### config.mk
export PLATFORM = sky130hd
export DESIGN_NAME = lsdt_div
export DESIGN_NICKNAME = d
export VERILOG_FILES = /design/src/rtl/lsdt_pkg.sv /design/src/rtl/lsdt_div.sv
export SDC_FILE = /design/constraint.sdc
export NUM_CORES = 1
export LEC_CHECK = 0
export ABC_AREA = 1
export BUFFER_PORTS_ARGS = -buffer_cell sky130_fd_sc_hd__buf_2
export CAP_MARGIN = 25
export CELL_PAD_IN_SITES_DETAIL_PLACEMENT = 0
export CELL_PAD_IN_SITES_GLOBAL_PLACEMENT = 2
export CORE_UTILIZATION = 35
export DETAILED_ROUTE_END_ITERATION = 8
export HOLD_SLACK_MARGIN = 0.05
export PLACE_DENSITY_LB_ADDON = 0.1
export SLEW_MARGIN = 20
export SYNTH_ARGS = -nofsm -noshare
export SYNTH_HDL_FRONTEND = slang
export SYNTH_SLANG_ARGS = --single-unit
### constraint.sdc
create_clock -name clk -period 4.6 [get_ports clk]
set_input_delay 0.46 -clock clk [delete_from_list [all_inputs] [get_ports clk]]
set_output_delay 0.46 -clock clk [all_outputs]
set_load 0.01 [all_outputs]
### src/rtl/lsdt_pkg.sv
// Shared types, constants and state encoding for the load stride detect table.
package lsdt_pkg;

    // Default geometry
    localparam int NUM_SETS_DEF  = 64;
    localparam int NUM_WAYS_DEF  = 4;
    localparam int HIST_BINS_DEF = 64;

    // Field widths
    localparam int PC_W     = 64;
    localparam int ADDR_W   = 64;
    localparam int RSIZE_W  = 7;
    localparam int STRIDE_W = 64;
    localparam int CONF_W   = 8;
    localparam int CNT_W    = 32;
    localparam int VSIZE_W  = 16;
    localparam int BIDX_W   = 6;
    localparam int OWAY_W   = 2;

    localparam int S_TDATA_W = 136;
    localparam int M_TDATA_W = 184;

    localparam logic [CONF_W-1:0]  CONF_MIN     = 8'd2;
    localparam logic [CONF_W-1:0]  CONF_MAX     = 8'd255;
    localparam logic [CNT_W-1:0]   CNT_MAX      = 32'hFFFF_FFFF;
    localparam logic [VSIZE_W-1:0] VSIZE_RESET  = 16'd64;

    // One table entry
    typedef struct packed {
        logic [PC_W-1:0]     pc;
        logic [ADDR_W-1:0]   prev_addr;
        logic [STRIDE_W-1:0] stride;
        logic [CONF_W-1:0]   confidence;
    } entry_t;

    // Result beat, last field in the lowest bits
    typedef struct packed {
        logic [CNT_W-1:0]    vectorizable_total;
        logic [CNT_W-1:0]    total_strides;
        logic [CNT_W-1:0]    bin_count;
        logic [BIDX_W-1:0]   bin_index;
        logic                vectorizable;
        logic                bin_overflow;
        logic                counted;
        logic [CONF_W-1:0]   confidence;
        logic [STRIDE_W-1:0] stride;
        logic [OWAY_W-1:0]   way;
        logic                hit;
    } result_t;

    // Sequencer states
    typedef enum logic [3:0] {
        ST_IDLE,
        ST_SETIDX,
        ST_READ,
        ST_CHECK,
        ST_UPDATE,
        ST_DIVIDE,
        ST_HIST_RD,
        ST_HIST_WR,
        ST_OUT
    } state_t;

endpackage

### src/rtl/lsdt_div.sv
// Iterative restoring divider: one quotient bit per cycle through a shared subtractor.
module lsdt_div #(
    parameter int QW = 6
) (
    input  logic                              clk,
    input  logic                              rst_n,
    input  logic                              start,
    input  logic [QW+lsdt_pkg::RSIZE_W-1:0]   dividend,
    input  logic [lsdt_pkg::RSIZE_W-1:0]      divisor,
    output logic                              done,
    output logic [QW-1:0]                     quotient
);

    localparam int DW  = QW + lsdt_pkg::RSIZE_W;
    localparam int CW  = $clog2(QW + 1);

    logic [DW-1:0] rem_reg, rem_next;
    logic [DW-1:0] dsr_reg, dsr_next;
    logic [QW-1:0] quo_reg, quo_next;
    logic [CW-1:0] cnt_reg, cnt_next;
    logic          busy_reg, busy_next;
    logic          take;

    // Load on start, else one compare/subtract step while busy, then clear busy
    always_comb
    begin
        take      = (rem_reg >= dsr_reg);
        rem_next  = rem_reg;
        dsr_next  = dsr_reg;
        quo_next  = quo_reg;
        cnt_next  = cnt_reg;
        busy_next = busy_reg;
        if (start)
        begin
            rem_next  = dividend;
            dsr_next  = DW'(divisor) << (QW - 1);
            quo_next  = '0;
            cnt_next  = CW'(QW);
            busy_next = 1'b1;
        end
        else if (busy_reg && cnt_reg != '0)
        begin
            if (take)
            begin
                rem_next = rem_reg - dsr_reg;
            end
            quo_next = QW'({quo_reg, take});
            dsr_next = dsr_reg >> 1;
            cnt_next = cnt_reg - 1'b1;
        end
        else if (busy_reg)
        begin
            busy_next = 1'b0;
        end
    end

    always_ff @(posedge clk or negedge rst_n)
    begin
        if (!rst_n)
        begin
            busy_reg <= 1'b0;
            cnt_reg  <= '0;
        end
        else
        begin
            busy_reg <= busy_next;
            cnt_reg  <= cnt_next;
        end
    end

    always_ff @(posedge clk)
    begin
        rem_reg <= rem_next;
        dsr_reg <= dsr_next;
        quo_reg <= quo_next;
    end

    assign done     = busy_reg && (cnt_reg == '0);
    assign quotient = quo_reg;

endmodule
==> impl_metrics.py <==
metrics = {
    "sta": {
        "fmax_mhz": 438.5,
        "rsz0062_at_grt": "false",
        "slew-limit-headroom": 0.5864,
        "post-route-min-period_ps": 2280,
        "hold_violations": 0,
        "finalSetupViolCount": 0,
        "tns_ps": 0,
        "drv_slew": 0,
        "period_share": 0.4958,
        "fin_skew_ps": 9.684,
        "max_slew.worst_pin.slew_ps": 618.9,
        "holdWs_ps": 442.4,
    },
    "critical_path": {
        "cp.required_ps": 4520,
        "critPathKind": "register to register",
        "r2r-start": "rem_reg[3]",
        "reg2reg_to": "rem_reg[0]",
        "worstPathMaxFanout": 13,
        "reg2reg_depth": 11,
        "r2r_slack_ps": 2320,
        "crit_path_max_incr_delay_ps": 460,
        "arrival_ps": 2200,
        "setup.worst_path.start_class": "register",
        "end_kind": "register",
        "crit_slowest_cell": "nand2_1",
        "cp_cell_sequence": "ha_1 > nand2_2 > inv_1 > nand2_1 > nand2_2 > nand2_2 > nand3_1 > nand2_1 > nand2_1 > nand2_1 > nand2_1",
        "timing.critical_path.mode_cell": "nand2_1",
    },
    "grt": {
        "grt_use_total": 0.1800,
        "antenna_found_initial": 0,
        "grt_max_degree": 27,
        "grt_pass1_wl_um": 8576,
        "grt_pass1_vias": 1754,
        "globalRouteOverflowTotal": 0,
    },
    "logic_synthesis": {
        "synth.area.top_cells": "edfxtp_1 (27%), nand2_1 (17%), dfxtp_1 (10%), inv_1 (9.2%), ha_1 (8.0%)",
        "synth_edf_count": 20,
        "yosys.area.top_type": "edfxtp_1",
        "synth_cell_types": 27,
        "yosysWarnings": 0,
        "ys_ff_latch": 35,
        "syn_inst": 295,
        "netlist_area_um2": 2198,
        "yosysTopAreaCellShare": 0.2732,
        "avgSynthCellArea_um2": 7.452,
        "yosysMostFrequentCell": "nand2_1",
        "synth_fp_nets": 333,
        "async_flop_share": 0.1143,
        "ys_seq_area_frac": 0.4189,
        "synth_top_flop_cell": "edfxtp_1",
        "yosys-top-cells-count": "nand2_1 (97), inv_1 (54), edfxtp_1 (20)",
    },
    "floorplanning": {
        "die_x_um": 81.25,
        "initial_core_util": 0.3670,
        "core-area_um2": 5991,
        "die_h_um": 81.25,
        "rows": 28,
        "pin_count": 30,
        "dieArea_um2": 6602,
    },
    "route": {
        "wl_per_cell_um": 13.40,
        "highest_layer": "met4",
        "drt_pass1_iterations": 4,
        "dr_wl_met3_um": 132,
        "via_per_inst": 4.531,
        "drc": 0,
        "wl_met2_um": 2502,
        "via_count": 1826,
        "wirelength_um": 5399,
        "antenna_left": 0,
        "wl_met1_um": 2723,
        "drtIter0Drc": 87,
    },
    "worst_hold_path": {
        "hp-class": "input pin to register",
        "whs_path_depth": 3,
        "min_to": "rem_reg[10]",
        "holdCritStartpoint": "dividend[10]",
    },
    "placement": {
        "gp_congestion": 0.8802,
        "io_buffers": 29,
        "dpl.hpwl_um": 4189,
    },
    "finish": {
        "fillers": 656,
        "diodes": 0,
        "nets": 365,
        "register_area_um2": 920.9,
        "post-route-util": 0.4192,
        "largest_register_ff_count": 13,
        "multi_input_area_um2": 1040,
        "drive_gt1_frac": 0.1524,
        "area_delta_synth_final_pct": 14.23,
    },
    "outcome": {
        "status": "complete, no violations",
    },
    "clocking": {
        "clock_latency_ps": 280,
        "cts_resized": 0,
        "clkTransAtPathRegs_ps": 70,
        "cts_sinks": 35,
        "cts_tree": "done",
        "htreeDepth": 2,
        "clockBufferDepth": 2,
        "cts_root_buffer": "clkbuf_8",
        "numCtsBuffers": 5,
    },
    "pwr": {
        "powerDensity_nw_per_um2": 609.6,
        "ir_worst_vdd_v": 0.0002996,
        "cellLeakagePower_nw": 1.274,
    },
    "run": {
        "cap_violations": 0,
    },
}
## area by class of cell
cell class	instances	area share
timing repair buffer	30	0.06178
tap	75	0.03737
sequential	35	0.3667
inverter	56	0.08371
clock buffer	7	0.03438
multi-input combinational	199	0.4141
clock inverter	1	0.001993
## routing by layer
layer | vias up | GRT usage
li1 | 1002 | -
met1 | 799 | 0.2381
met2 | 21 | 0.3017
met3 | 4 | 0.03371
met4 | 0 | 0.04286
met5 | - | 0
## critical path, delay by kind of cell, from the launching register on
kind | cells | cell delay (ps)
adders and majority gates | 1 | 430
buffers and inverters | 1 | 60
DFF | 1 | 380
and+or+nand+nor | 9 | 1030
## layout by cell type, fill, tap and decap left out, drive strengths merged
master	n
fa	1
clkinv	1
ha	14
dfxtp	11
inv	56
and2	1
edfxtp	20
nand2	103
nand3	18
a22oi	1
nor3	4
xor2	1
nand3b	2
dfrtp	4
o21ai	16
xnor2	1
nor2	20
a21oi	6
clkbuf	7
buf	29
o22ai	7
dlygate4sd3	1
nand4	4
## logic make-up after synthesis
kind of cell    share of synthesized area
compound gates                    0.07342
xor+xnor                         0.007970
fa+ha+maj                         0.08879
buf+inv                            0.1081
flops                              0.4189
simple gates                       0.3028
## where the power goes
group / leakage, nW / total [mW] / internal [mW] / switching, mW
clock network: 0.0482 / 0.232 / 0.121 / 0.111
logic: 0.880 / 0.810 / 0.283 / 0.527
registers: 0.346 / 0.489 / 0.452 / 0.0372
total: 1.27 / 1.53 / 0.856 / 0.675
## repair_timing
action / CTS / global route
endpoints found under the hold margin: 4 / 0
hold buffers: 1 / 0
setup buffers: 0 / 0
## metrics by stage
| step | cells | total power [mW] | worst slack, ps | cell area [µm²] |
|---|---|---|---|---|
| final | 403 | 1.531 | 2320 | 2511 |
| after global routing | 403 | 1.698 | 2108 | 2511 |
| after CTS | 403 | 1.554 | 2254 | 2511 |
| after detailed placement | 394 | 1.313 | 2276 | 2410 |
| after global placement | 394 | 1.314 | 2322 | 2410 |
| after floorplan | 295 | 1.113 | 2677 | 2198 |
## worst max-delay path by stage
stage | slack [ps] | to | from
floorplan | 2680 | rem_reg[0] | rem_reg[8]
global placement | 2320 | rem_reg[6] | dsr_reg[2]
detailed placement | 2280 | rem_reg[10] | rem_reg[3]
CTS | 2250 | rem_reg[0] | rem_reg[3]
global route | 2110 | rem_reg[6] | dsr_reg[3]
finish | 2320 | rem_reg[0] | rem_reg[3]
Note: power is estimated with default switching activity, not from simulation.
